## src/rtl/tthr_pkg.sv

```systemverilog
package tthr_pkg;

    localparam int PosW   = 12;
    localparam int TimeW  = 32;
    localparam int CountW = 4;
    localparam int SlopW  = 10;
    localparam int MsW    = 16;
    localparam int SlopSqW = 2 * SlopW;

    // smallest effective slop radius
    localparam logic [SlopW-1:0] SlopMin = SlopW'(10);

    // register reset values
    localparam logic [SlopW-1:0]   SlopRst    = SlopW'(24);
    localparam logic [SlopSqW-1:0] SlopSqRst  = SlopSqW'(576);
    localparam logic [MsW-1:0]     LongRst    = MsW'(400);
    localparam logic [MsW-1:0]     TwoMaxRst  = MsW'(500);

    // register indexes
    localparam logic [1:0] RegSlop    = 2'd0;
    localparam logic [1:0] RegLong    = 2'd1;
    localparam logic [1:0] RegTwoMax  = 2'd2;

    typedef struct packed {
        logic [CountW-1:0] finger_count;
        logic [PosW-1:0]   pos_x;
        logic [PosW-1:0]   pos_y;
        logic [TimeW-1:0]  now_ms;
    } t_sample;

    typedef struct packed {
        logic            finger_down;
        logic            hold_event;
        logic [PosW-1:0] press_x;
        logic [PosW-1:0] press_y;
        logic            tap;
        logic [PosW-1:0] tap_x;
        logic [PosW-1:0] tap_y;
        logic            two_finger_tap;
        logic            any_event;
    } t_result;

    typedef struct packed {
        logic [SlopSqW-1:0] slop_sq;
        logic [MsW-1:0]     hold_ms;
        logic [MsW-1:0]     two_finger_max_ms;
    } t_cfg;

endpackage

```

## src/rtl/tthr_cfg.sv

```systemverilog
module tthr_cfg (
    input  logic            i_clk,
    input  logic            i_rst_n,
    input  logic            psel,
    input  logic            penable,
    input  logic            pwrite,
    input  logic [3:0]      paddr,
    input  logic [31:0]     pwdata,
    output logic [31:0]     prdata,
    output logic            pready,
    output tthr_pkg::t_cfg  o_cfg
);
    import tthr_pkg::*;

    logic [SlopW-1:0]   r_slop_px;
    logic [SlopSqW-1:0] r_slop_sq;
    logic [MsW-1:0]     r_hold_ms;
    logic [MsW-1:0]     r_two_finger_max_ms;

    logic               wr_en;
    logic [1:0]         reg_idx;
    logic [SlopW-1:0]   slop_clamped;
    logic [SlopSqW-1:0] n_slop_sq;

    assign wr_en   = psel & penable & pwrite;
    assign reg_idx = paddr[3:2];
    assign pready  = 1'b1;

    // clamp and square the slop once, at write time
    assign slop_clamped = (pwdata[SlopW-1:0] < SlopMin) ? SlopMin : pwdata[SlopW-1:0];
    assign n_slop_sq    = SlopSqW'(slop_clamped) * SlopSqW'(slop_clamped);

    // register writes
    always_ff @(posedge i_clk) begin
        if (!i_rst_n) begin
            r_slop_px           <= SlopRst;
            r_slop_sq           <= SlopSqRst;
            r_hold_ms           <= LongRst;
            r_two_finger_max_ms <= TwoMaxRst;
        end else if (wr_en) begin
            unique case (reg_idx)
                RegSlop: begin
                    r_slop_px <= pwdata[SlopW-1:0];
                    r_slop_sq <= n_slop_sq;
                end
                RegLong:   r_hold_ms           <= pwdata[MsW-1:0];
                RegTwoMax: r_two_finger_max_ms <= pwdata[MsW-1:0];
                default: ;
            endcase
        end
    end

    // read back
    always_comb begin
        unique case (reg_idx)
            RegSlop:   prdata = 32'(r_slop_px);
            RegLong:   prdata = 32'(r_hold_ms);
            RegTwoMax: prdata = 32'(r_two_finger_max_ms);
            default:   prdata = '0;
        endcase
    end

    assign o_cfg.slop_sq           = r_slop_sq;
    assign o_cfg.hold_ms           = r_hold_ms;
    assign o_cfg.two_finger_max_ms = r_two_finger_max_ms;

endmodule

```

## src/rtl/tthr_core.sv

```systemverilog
module tthr_core #(
    parameter int MAX_FINGERS = 8
) (
    input  logic              i_clk,
    input  logic              i_rst_n,
    input  logic              i_step,
    input  tthr_pkg::t_sample i_sample,
    input  tthr_pkg::t_cfg    i_cfg,
    output tthr_pkg::t_result o_result
);
    import tthr_pkg::*;

    localparam logic [CountW-1:0] MaxF = CountW'(MAX_FINGERS);
    localparam logic [CountW-1:0] Two  = CountW'(2);

    // sequence state
    logic              r_active;
    logic [PosW-1:0]   r_origin_x, r_origin_y;
    logic [PosW-1:0]   r_last_x, r_last_y;
    logic [TimeW-1:0]  r_start;
    logic [CountW-1:0] r_peak;
    logic              r_moved, r_held;

    logic              n_active;
    logic [PosW-1:0]   n_origin_x, n_origin_y;
    logic [PosW-1:0]   n_last_x, n_last_y;
    logic [TimeW-1:0]  n_start;
    logic [CountW-1:0] n_peak;
    logic              n_moved, n_held;

    logic [CountW-1:0] np;
    logic [PosW-1:0]   org_x, org_y;
    logic [TimeW-1:0]  t_base;
    logic [TimeW-1:0]  elapsed;
    logic signed [PosW:0] dx, dy;
    logic [PosW:0]     ndx, ndy;
    logic [PosW-1:0]   ax, ay;
    logic [2*PosW-1:0] sqx, sqy;
    logic [2*PosW:0]   d2;
    logic              far;
    t_result           res;

    assign np = (i_sample.finger_count > MaxF) ? MaxF : i_sample.finger_count;

    // origin and start time as this sample sees them
    assign org_x  = r_active ? r_origin_x : i_sample.pos_x;
    assign org_y  = r_active ? r_origin_y : i_sample.pos_y;
    assign t_base = r_active ? r_start : i_sample.now_ms;

    // squared distance from the origin seen by this sample
    assign dx  = $signed({1'b0, i_sample.pos_x}) - $signed({1'b0, org_x});
    assign dy  = $signed({1'b0, i_sample.pos_y}) - $signed({1'b0, org_y});
    assign ndx = (PosW+1)'(-dx);
    assign ndy = (PosW+1)'(-dy);
    assign ax  = dx[PosW] ? ndx[PosW-1:0] : dx[PosW-1:0];
    assign ay  = dy[PosW] ? ndy[PosW-1:0] : dy[PosW-1:0];
    assign sqx = (2*PosW)'(ax) * (2*PosW)'(ax);
    assign sqy = (2*PosW)'(ay) * (2*PosW)'(ay);
    assign d2  = {1'b0, sqx} + {1'b0, sqy};
    assign far = d2 > (2*PosW+1)'(i_cfg.slop_sq);

    assign elapsed = i_sample.now_ms - t_base;

    // next state and result
    always_comb begin
        n_active   = r_active;
        n_origin_x = r_origin_x;
        n_origin_y = r_origin_y;
        n_last_x   = r_last_x;
        n_last_y   = r_last_y;
        n_start    = r_start;
        n_peak     = r_peak;
        n_moved    = r_moved;
        n_held     = r_held;
        res        = '0;

        if (np != '0) begin
            // a new sequence starts from this sample
            if (!r_active) begin
                n_active   = 1'b1;
                n_origin_x = i_sample.pos_x;
                n_origin_y = i_sample.pos_y;
                n_last_x   = i_sample.pos_x;
                n_last_y   = i_sample.pos_y;
                n_start    = i_sample.now_ms;
                n_moved    = 1'b0;
                n_held     = 1'b0;
                n_peak     = np;
            end else if (np > r_peak) begin
                n_peak = np;
            end
            // single finger: track position, long press
            if (n_peak < Two) begin
                n_moved         = n_moved | far;
                n_last_x        = i_sample.pos_x;
                n_last_y        = i_sample.pos_y;
                res.finger_down = ~n_moved;
                if (!n_moved && !n_held && (elapsed >= TimeW'(i_cfg.hold_ms))) begin
                    n_held         = 1'b1;
                    res.hold_event = 1'b1;
                    res.press_x    = n_origin_x;
                    res.press_y    = n_origin_y;
                end
            end
        end else if (r_active) begin
            // release ends the sequence
            priority if (r_peak >= Two) begin
                res.two_finger_tap = elapsed < TimeW'(i_cfg.two_finger_max_ms);
            end else if (!r_moved && !r_held) begin
                res.tap   = 1'b1;
                res.tap_x = r_last_x;
                res.tap_y = r_last_y;
            end else begin
                // moved or already held: the release reports nothing
                res.tap = 1'b0;
            end
            n_active = 1'b0;
        end
        res.any_event = res.tap | res.two_finger_tap;
    end

    always_ff @(posedge i_clk) begin
        if (!i_rst_n) begin
            r_active   <= 1'b0;
            r_origin_x <= '0;
            r_origin_y <= '0;
            r_last_x   <= '0;
            r_last_y   <= '0;
            r_start    <= '0;
            r_peak     <= '0;
            r_moved    <= 1'b0;
            r_held     <= 1'b0;
        end else if (i_step) begin
            r_active   <= n_active;
            r_origin_x <= n_origin_x;
            r_origin_y <= n_origin_y;
            r_last_x   <= n_last_x;
            r_last_y   <= n_last_y;
            r_start    <= n_start;
            r_peak     <= n_peak;
            r_moved    <= n_moved;
            r_held     <= n_held;
        end
    end

    assign o_result = res;

endmodule

```

## src/rtl/touch_tap_hold_recognizer_unit.sv

```systemverilog
// Channel   | Handshake                  | Payload
// ----------+----------------------------+--------------------------------------------
// sample in | i_in_valid / o_in_ready    | i_finger_count, i_pos_x, i_pos_y, i_now_ms
// result    | o_out_valid / i_out_ready  | o_finger_down ... o_any_event
// config    | psel/penable/pwrite/pready | paddr, pwdata, prdata
//
// An input register, then the step logic into the result register. One sample per cycle is
// sustained unless stalled; the sequence state updates as each result is registered.
// A stalled result holds the input register; the input side stalls only when both are full.
// Synchronous active-low reset clears the sequence state and loads the register defaults.
module touch_tap_hold_recognizer_unit #(
    parameter int MAX_FINGERS = 8
) (
    input  logic        i_clk,
    input  logic        i_rst_n,
    input  logic        i_in_valid,
    output logic        o_in_ready,
    input  logic [3:0]  i_finger_count,
    input  logic [11:0] i_pos_x,
    input  logic [11:0] i_pos_y,
    input  logic [31:0] i_now_ms,
    output logic        o_out_valid,
    input  logic        i_out_ready,
    output logic        o_finger_down,
    output logic        o_hold_event,
    output logic [11:0] o_press_x,
    output logic [11:0] o_press_y,
    output logic        o_tap,
    output logic [11:0] o_tap_x,
    output logic [11:0] o_tap_y,
    output logic        o_two_finger_tap,
    output logic        o_any_event,
    input  logic        psel,
    input  logic        penable,
    input  logic        pwrite,
    input  logic [3:0]  paddr,
    input  logic [31:0] pwdata,
    output logic [31:0] prdata,
    output logic        pready
);
    import tthr_pkg::*;

    logic    r_in_valid, r_out_valid;
    t_sample r_in;
    t_result r_res;
    t_result step_res;
    t_cfg    cfg;
    logic    advance;

    // pipeline control
    assign advance    = r_in_valid & (~r_out_valid | i_out_ready);
    assign o_in_ready = ~r_in_valid | advance;

    always_ff @(posedge i_clk) begin
        if (!i_rst_n) begin
            r_in_valid  <= 1'b0;
            r_out_valid <= 1'b0;
        end else begin
            if (o_in_ready) r_in_valid <= i_in_valid;
            if (advance) begin
                r_out_valid <= 1'b1;
            end else if (i_out_ready) begin
                r_out_valid <= 1'b0;
            end
        end
    end

    // payload registers
    always_ff @(posedge i_clk) begin
        if (i_in_valid && o_in_ready) begin
            r_in.finger_count <= i_finger_count;
            r_in.pos_x        <= i_pos_x;
            r_in.pos_y        <= i_pos_y;
            r_in.now_ms       <= i_now_ms;
        end
        if (advance) r_res <= step_res;
    end

    tthr_cfg u_cfg (
        .i_clk   (i_clk),
        .i_rst_n (i_rst_n),
        .psel    (psel),
        .penable (penable),
        .pwrite  (pwrite),
        .paddr   (paddr),
        .pwdata  (pwdata),
        .prdata  (prdata),
        .pready  (pready),
        .o_cfg   (cfg)
    );

    tthr_core #(
        .MAX_FINGERS (MAX_FINGERS)
    ) u_core (
        .i_clk    (i_clk),
        .i_rst_n  (i_rst_n),
        .i_step   (advance),
        .i_sample (r_in),
        .i_cfg    (cfg),
        .o_result (step_res)
    );

    assign o_out_valid      = r_out_valid;
    assign o_finger_down    = r_res.finger_down;
    assign o_hold_event     = r_res.hold_event;
    assign o_press_x        = r_res.press_x;
    assign o_press_y        = r_res.press_y;
    assign o_tap            = r_res.tap;
    assign o_tap_x          = r_res.tap_x;
    assign o_tap_y          = r_res.tap_y;
    assign o_two_finger_tap = r_res.two_finger_tap;
    assign o_any_event      = r_res.any_event;

endmodule

```

## config.mk

```make
export PLATFORM = sky130hd
export DESIGN_NAME = touch_tap_hold_recognizer_unit
export DESIGN_NICKNAME = d
export VERILOG_FILES = /design/src/rtl/tthr_pkg.sv /design/src/rtl/tthr_cfg.sv /design/src/rtl/tthr_core.sv /design/src/rtl/touch_tap_hold_recognizer_unit.sv
export SDC_FILE = /design/constraint.sdc
export NUM_CORES = 1
export LEC_CHECK = 0
export ABC_AREA = 1
export BUFFER_PORTS_ARGS = -buffer_cell sky130_fd_sc_hd__buf_2
export CAP_MARGIN = 10
export CORE_MARGIN = 3
export CORE_UTILIZATION = 25
export CTS_BUF_LIST = sky130_fd_sc_hd__clkbuf_8 sky130_fd_sc_hd__clkbuf_16
export DETAILED_ROUTE_END_ITERATION = 10
export GPL_ROUTABILITY_DRIVEN = 0
export GPL_TIMING_DRIVEN = 0
export SYNTH_ARGS = -nofsm -noshare
export SYNTH_HDL_FRONTEND = slang
export SYNTH_SLANG_ARGS = --single-unit
```

## constraint.sdc

```tcl
create_clock -name i_clk -period 28.3 [get_ports i_clk]
set_clock_uncertainty 0.2 [all_clocks]
set_input_delay 1.415 -clock i_clk [delete_from_list [all_inputs] [get_ports i_clk]]
set_output_delay 1.415 -clock i_clk [all_outputs]
set_load 0.005 [all_outputs]
```

==> parameters.txt, run 1 <==
Parameter                              Value

Worst setup path
  Nature of the critical path startpoint    flop
  Buf/Inv on CP    13
  Critical-path top delay cell    sky130_fd_sc_hd__xor2_1
  Top delay family on crit path    adder cells
  Reg-to-reg startpoint    u_core.r_active$_SDFFE_PN0P_
  Slack of the worst reg-to-reg path    roughly 16000 ps
  Beginning of the critical path    u_core.r_active$_SDFFE_PN0P_
  CP Max Fanout    10
  Depth of the most critical reg-to-reg path    52
  Critical Path Most Common Cell    sky130_fd_sc_hd__fa_1
  End of the worst register-to-register path    o_press_y[2]$_SDFFCE_PN0P_
  Type of the worst setup path    reg -> reg
  Capturing element type of the critical path    flop
  Crit path largest cell delay    600 ps
  Data required time at the worst endpoint    28450 ps
  Number of logic stages on the critical path including buffering    52
  Worst EP arrival    12740 ps
  Critical path capture point    o_press_y[2]$_SDFFCE_PN0P_

GRT
  Via count of the first global-routing pass    between 20000 and 25000
  Global Route Usage Sum    0.1345
  Global-route wire length before repair    between 100000 and 150000 µm
  Largest net degree at the start of global routing    37
  Total gr overflow    0
  Initial antenna violation count    3

Routing
  Antenna viol nets, final    0
  Final routed wirelength across all metal layers    74820 µm
  Number of optimization iterations in the first detailed-route pass    6
  DR vias/cell    4.428
  Average routed wire per standard cell    15.29 µm
  Initial DRC Count    1246
  Via count    21670
  DRC violation count after routing    0

Timing
  Final Hold Vio Count    0
  Final worst path period share    0.4449
  Number of max-slew violations in the final report    0
  Headroom to the max-slew limit    0.2854
  Aggregate negative setup slack    0 ps
  Final-report setup violation count    0
  Hold Slack    254.2 ps
  Clock period minus worst slack    12590 ps
  Transition time of the tightest slew-check pin    1068 ps
  Setup repair after global routing missed its margin    no
  Highest Clock Rate    about 80 MHz

Job
  Maximum Capacitance Violations    0

Floorplanning
  Die width    331.2 µm
  Number of rows in the core area    118
  Die extent in y    331.2 µm
  IO Pins    between 150 and 200
  Overall die area    109700 µm²
  Starting utilization of the core area    0.2537
  Placeable core region    approximately 100000 µm²

Yosys
  Synthesis-stage register bit count    263
  Fraction of registers with async set or reset after synthesis    0
  Top post-synthesis cells by count    sky130_fd_sc_hd__inv_1, sky130_fd_sc_hd__nand2_1, sky130_fd_sc_hd__nor2_1
  Unique masters post-synth    60
  Fraction of post-synthesis cell area in the top cell type by area    0.1893
  Summed instance area of the synthesized netlist    26440 µm²
  Most frequent cell after synthesis    sky130_fd_sc_hd__inv_1
  Dominant cells by area after synthesis    sky130_fd_sc_hd__fa_1, sky130_fd_sc_hd__edfxtp_1, sky130_fd_sc_hd__ha_1, sky130_fd_sc_hd__dfxtp_1, sky130_fd_sc_hd__inv_1
  Post-synthesis sequential area ratio    0.2419
  Number of warnings issued by yosys    0
  Most area-hungry cell type in the Yosys netlist    sky130_fd_sc_hd__fa_1
  Synthesized instance count    3292
  Mean area per synthesized cell    between 8 and 9 µm²
  Most used flip-flop cell after synthesis    sky130_fd_sc_hd__dfxtp_1
  Count of flip-flops with a built-in enable after synthesis    around 110

Layout
  Area growth from synthesis to layout    13.13%
  Number of filler instances in the final layout    11300
  Fraction of final layout cells sized beyond drive strength 1    0.09083
  Total number of nets in the final design    roughly 4100

Worst hold path
  Class of the tightest hold or removal check    reg -> reg
  Hold path startpoint    u_core.r_last_y[10]$_SDFFE_PN0P_

Clock tree
  Clock Root Buffer    sky130_fd_sc_hd__clkbuf_16
  Clock tree from TritonCTS    built
  Cts bufs inserted    27
  Total number of clock tree sinks    263
  Count of hold-fix buffers inserted at cts    0
  Postcts setup bufs    0
  CTS Buffer Depth    3
  CTS H-tree lvls    1
  Clock insertion delay at the later pin of the skew report    570 ps
  Clock input transition at the sequential cells of the worst setup and hold paths    70 ps
  Total of cells resized after clock tree synthesis    0

Place
  Number of port buffers    153
  HPWL after DPL    roughly 63000 µm

Run status
  Run status    completed
## cell families after synthesis
| logic type | count (synthesis) | synth area share |
|---|---|---|
| AO/OA/AOI/OAI | 433 | 0.09530 |
| XOR/XNOR | 77 | 0.02792 |
| adder cells (fa/ha/maj) | 514 | 0.3142 |
| buffers and inverters | 837 | 0.1237 |
| flip-flops | 263 | 0.2419 |
| multiplexers | 52 | 0.01968 |
| other | 2 | 0.0002840 |
| AND/OR/NAND/NOR | 1114 | 0.1770 |
## worst reg2reg max path: cells and delay by family (launching register included)
kind	cells	cell delay [ps]
fa+ha+maj	11	4890
simple gates	20	2690
buf+inv	13	2140
compound gates	6	1250
xor+xnor	2	810
flops	1	420
## per-stage QoR
stage / utilization / instances / instance area (µm²) / worst slack (ps)
floorplan: - / 3307 / 26500 / 18140
global placement: 0.2781 / 4840 / 28990 / 15720
detailed placement: 0.2785 / 4842 / 29030 / 15690
CTS: 0.2869 / 4892 / 29910 / 15640
global route: 0.2869 / 4892 / 29910 / 14930
finish: 0.2870 / 4894 / 29910 / 15710
## state kept, by name, indices dropped and copies added, names as in the netlist, 4 cells and up
name,count
r_in,60
u_core.r_start,32
u_cfg.r_slop_sq,19
u_cfg.r_hold_ms,16
u_cfg.r_two_finger_max_ms,16
o_press_x,12
o_press_y,12
o_tap_x,12
o_tap_y,12
u_core.r_last_x,12
u_core.r_last_y,12
u_core.r_origin_x,12
u_core.r_origin_y,12
u_cfg.r_slop_px,10
u_core.r_peak,4
## worst min path at each step
| stage | depth (start not counted) | slack (ps) | endpoint |
|---|---|---|---|
| 3_5_place_dp | 2 | 240 | u_core.r_last_y[10]$_SDFFE_PN0P_ |
| 5_1_grt | 2 | 280 | u_core.r_last_x[10]$_SDFFE_PN0P_ |
| 6_report | 2 | 250 | u_core.r_last_y[10]$_SDFFE_PN0P_ |
| 4_1_cts | 2 | 250 | u_core.r_last_y[10]$_SDFFE_PN0P_ |
| 2_1_floorplan | 2 | 230 | u_core.r_origin_x[0]$_SDFFE_PN0P_ |
| 3_3_place_gp | 2 | 240 | u_core.r_last_y[8]$_SDFFE_PN0P_ |
## per-layer routing
layer	GRT usage	part of all wire	vias to the layer above	wire length [µm]
met3	0.01372	0.043	97	3200
li1	-	-	10700	-
met5	0	0	-	0
met2	0.2407	0.49	492	36840
met1	0.1726	0.44	10390	32780
met4	0.03389	0.027	0	1996
## layout by cell type, fill, tap and decap left out, types with 27 or more instances in the layout
cell type,instances
sky130_fd_sc_hd__nand3_1,93
sky130_fd_sc_hd__edfxtp_1,113
sky130_fd_sc_hd__nand4_1,32
sky130_fd_sc_hd__mux2i_1,52
sky130_fd_sc_hd__dfxtp_1,150
sky130_fd_sc_hd__fa_1,250
sky130_fd_sc_hd__a211oi_1,55
sky130_fd_sc_hd__ha_1,264
sky130_fd_sc_hd__a21oi_1,189
sky130_fd_sc_hd__o21ai_0,109
sky130_fd_sc_hd__inv_1,725
sky130_fd_sc_hd__nand2_1,586
sky130_fd_sc_hd__xor2_1,49
sky130_fd_sc_hd__nor2_1,309
sky130_fd_sc_hd__clkbuf_1,57
sky130_fd_sc_hd__buf_2,160
sky130_fd_sc_hd__clkbuf_16,27
## final cells by class
cell class              instances  area [µm²]  area share
multi-input cells            2207       16830      0.5626
flip-flops and latches        263        6396      0.2138
inverters                     745        2801     0.09365
well taps                    1380        1727     0.05772
repair buffers                155       805.8     0.02694
clock buffers                  29       703.2     0.02351
plain buffers                  92       470.5     0.01573
clock inverters                21       175.2    0.005856
diodes                          2       5.005   0.0001673
Power of run 1 is left out: the tool's default activity adds up to more than one toggle a clock period on the data nets, which glitch-free logic cannot reach.
==> run 2: changes to the inputs <==
==> constraint.sdc (replaced) <==
create_clock -name i_clk -period 12.7 [get_ports i_clk]
set_clock_uncertainty 0.2 [all_clocks]
set_input_delay 0.635 -clock i_clk [delete_from_list [all_inputs] [get_ports i_clk]]
set_output_delay 0.635 -clock i_clk [all_outputs]
set_load 0.005 [all_outputs]
==> run 2 against run 1 <==
Net effect:
- via count about the same
- cell area about the same
- highest routed layer unchanged
- flip-flop and latch count unchanged
- fmax up 4.7%
- hold slack worse by 210 ps
==> parameters.txt, run 2 (same netlist as run 1, synthesis figures left out) <==
Parameter                              Value

GRT
  Largest net degree at the start of global routing    37 (unchanged)
  Global-route wire length before repair    119400 µm (unchanged)
  Via count of the first global-routing pass    21830 (unchanged)
  Total gr overflow    0 (unchanged)
  Initial antenna violation count    3 (unchanged)
  Global Route Usage Sum    0.1345 (unchanged)

Timing
  Final-report setup violation count    0 (unchanged)
  Aggregate negative setup slack    0 ps (unchanged)
  Setup repair after global routing missed its margin    no (unchanged)
  Hold Slack    39.66 ps (was 254.2 ps)
  Clock period minus worst slack    12030 ps (was 12590 ps)
  Headroom to the max-slew limit    0.3799 (was 0.2854)
  Highest Clock Rate    83.13 MHz (was 79.42 MHz)
  Transition time of the tightest slew-check pin    930.2 ps (was 1068 ps)
  Number of max-slew violations in the final report    0 (unchanged)
  Final Hold Vio Count    0 (unchanged)
  Final worst path period share    0.9472 (was 0.4449)

Floorplanning
  Number of rows in the core area    118 (unchanged)
  Placeable core region    104200 µm² (unchanged)
  Starting utilization of the core area    0.2537 (unchanged)
  IO Pins    191 (unchanged)
  Die extent in y    331.2 µm (unchanged)
  Die width    331.2 µm (unchanged)
  Overall die area    109700 µm² (unchanged)

Run status
  Run status    completed (unchanged)

Clock tree
  Clock tree from TritonCTS    built (unchanged)
  Clock Root Buffer    sky130_fd_sc_hd__clkbuf_16 (unchanged)
  CTS H-tree lvls    1 (unchanged)
  Clock insertion delay at the later pin of the skew report    570 ps (about the same)
  Cts bufs inserted    27 (unchanged)
  CTS Buffer Depth    3 (unchanged)
  Clock input transition at the sequential cells of the worst setup and hold paths    70 ps (about the same)
  Total number of clock tree sinks    263 (unchanged)

Routing
  DRC violation count after routing    0 (unchanged)
  Final routed wirelength across all metal layers    74820 µm (about the same)
  Number of optimization iterations in the first detailed-route pass    6 (unchanged)
  DR vias/cell    4.427 (was 4.428)
  Initial DRC Count    1280 (was 1246)
  Antenna viol nets, final    0 (unchanged)
  Average routed wire per standard cell    15.29 µm (about the same)
  Via count    21660 (was 21670)

Layout
  Flip-flop and latch area    6396 µm² (unchanged)
  Max FFs per register    60 (unchanged)
  Area growth from synthesis to layout    13.23% (was 13.13%)
  Fraction of the core area covered by cells at the end of the flow    0.2873 (was 0.2870)
  Number of filler instances in the final layout    11290 (was 11300)
  Most frequent cells in the layout    sky130_fd_sc_hd__inv_1, sky130_fd_sc_hd__nand2_1, sky130_fd_sc_hd__nor2_1 (unchanged)
  Total number of nets in the final design    4108 (unchanged)
  Fraction of final layout cells sized beyond drive strength 1    0.09226 (was 0.09083)
  Top flop regs    r_in (60), u_core.r_start (32), u_cfg.r_slop_sq (19) (unchanged)
  Register with the most flip-flops    r_in (unchanged)
  Footprint of the multi-input gates    16860 µm² (was 16830 µm²)
  Leading cell type in the layout, fill and taps excluded    sky130_fd_sc_hd__inv_1 (unchanged)

Worst setup path
  CP Max Fanout    10 (unchanged)
  Capturing element type of the critical path    flop (unchanged)
  Nature of the critical path startpoint    flop (unchanged)
  Type of the worst setup path    reg -> reg (unchanged)
  Worst EP arrival    12170 ps (was 12740 ps)
  Critical-path top delay cell    sky130_fd_sc_hd__xor2_2 (was sky130_fd_sc_hd__xor2_1)
  Data required time at the worst endpoint    12840 ps (was 28450 ps)
  Crit path largest cell delay    550 ps (was 600 ps)

Job
  Maximum Capacitance Violations    0 (unchanged)

Place
  Number of port buffers    153 (unchanged)
  HPWL after DPL    63400 µm (unchanged)

Worst hold path
  Class of the tightest hold or removal check    in -> reg (was reg -> reg)
run 2: worst paths after layout:
check	start	end	slack, ps	cells after the start
max	u_core.r_active$_SDFFE_PN0P_	o_press_y[2]$_SDFFCE_PN0P_	670	51
min	i_now_ms[30]	r_in[30]$_DFFE_PP_	40	1
max reg2reg	u_core.r_active$_SDFFE_PN0P_	o_press_y[2]$_SDFFCE_PN0P_	670	51
min reg2reg	u_core.r_last_y[8]$_SDFFE_PN0P_	u_core.r_last_y[8]$_SDFFE_PN0P_	250	2
run 2: what timing repair did:
item,in CTS,in global routing
endpoints found under the setup margin,0,27
hold buffers,0,0
setup buffers,0,0
gates resized for setup,0,8
run 2: critical path: cells and delay by family (launching register included):
kind	cells	cell delay, ps
AOI/OAI and AO/OA	6	1210
buffers and inverters	11	1610
and+or+nand+nor	21	2790
xor gates and xnor gates	2	770
DFF	1	420
adders and majority gates	11	4800
run 2: per-layer routing:
layer | share of wire | vias up | wire length [µm] | track usage
li1 | - | 10700 | - | -
met1 | 0.44 | 10350 | 32690 | 0.1726
met2 | 0.49 | 512 | 36850 | 0.2407
met3 | 0.045 | 98 | 3358 | 0.01372
met4 | 0.026 | 0 | 1917 | 0.03389
met5 | 0 | - | 0 | 0
run 2: per-stage QoR:
step           setup WS, ps  instances  cell area (µm²)
5_1_grt               12.61       4892            29940
2_1_floorplan          2535       3307            26500
3_3_place_gp          124.4       4840            28990
4_1_cts               37.13       4892            29910
3_5_place_dp          92.01       4842            29030
6_report              670.8       4893            29940
run 2: final cells by class:
cell class,count,area share
clock buffer,29,0.02348
multi-input combinational,2207,0.5630
clock inverter,21,0.005850
sequential,263,0.2136
inverter,745,0.09356
buffer,92,0.01584
antenna,1,0.00008357
tap,1380,0.05767
timing repair buffer,155,0.02691
Power of run 2 is left out for the same reason.
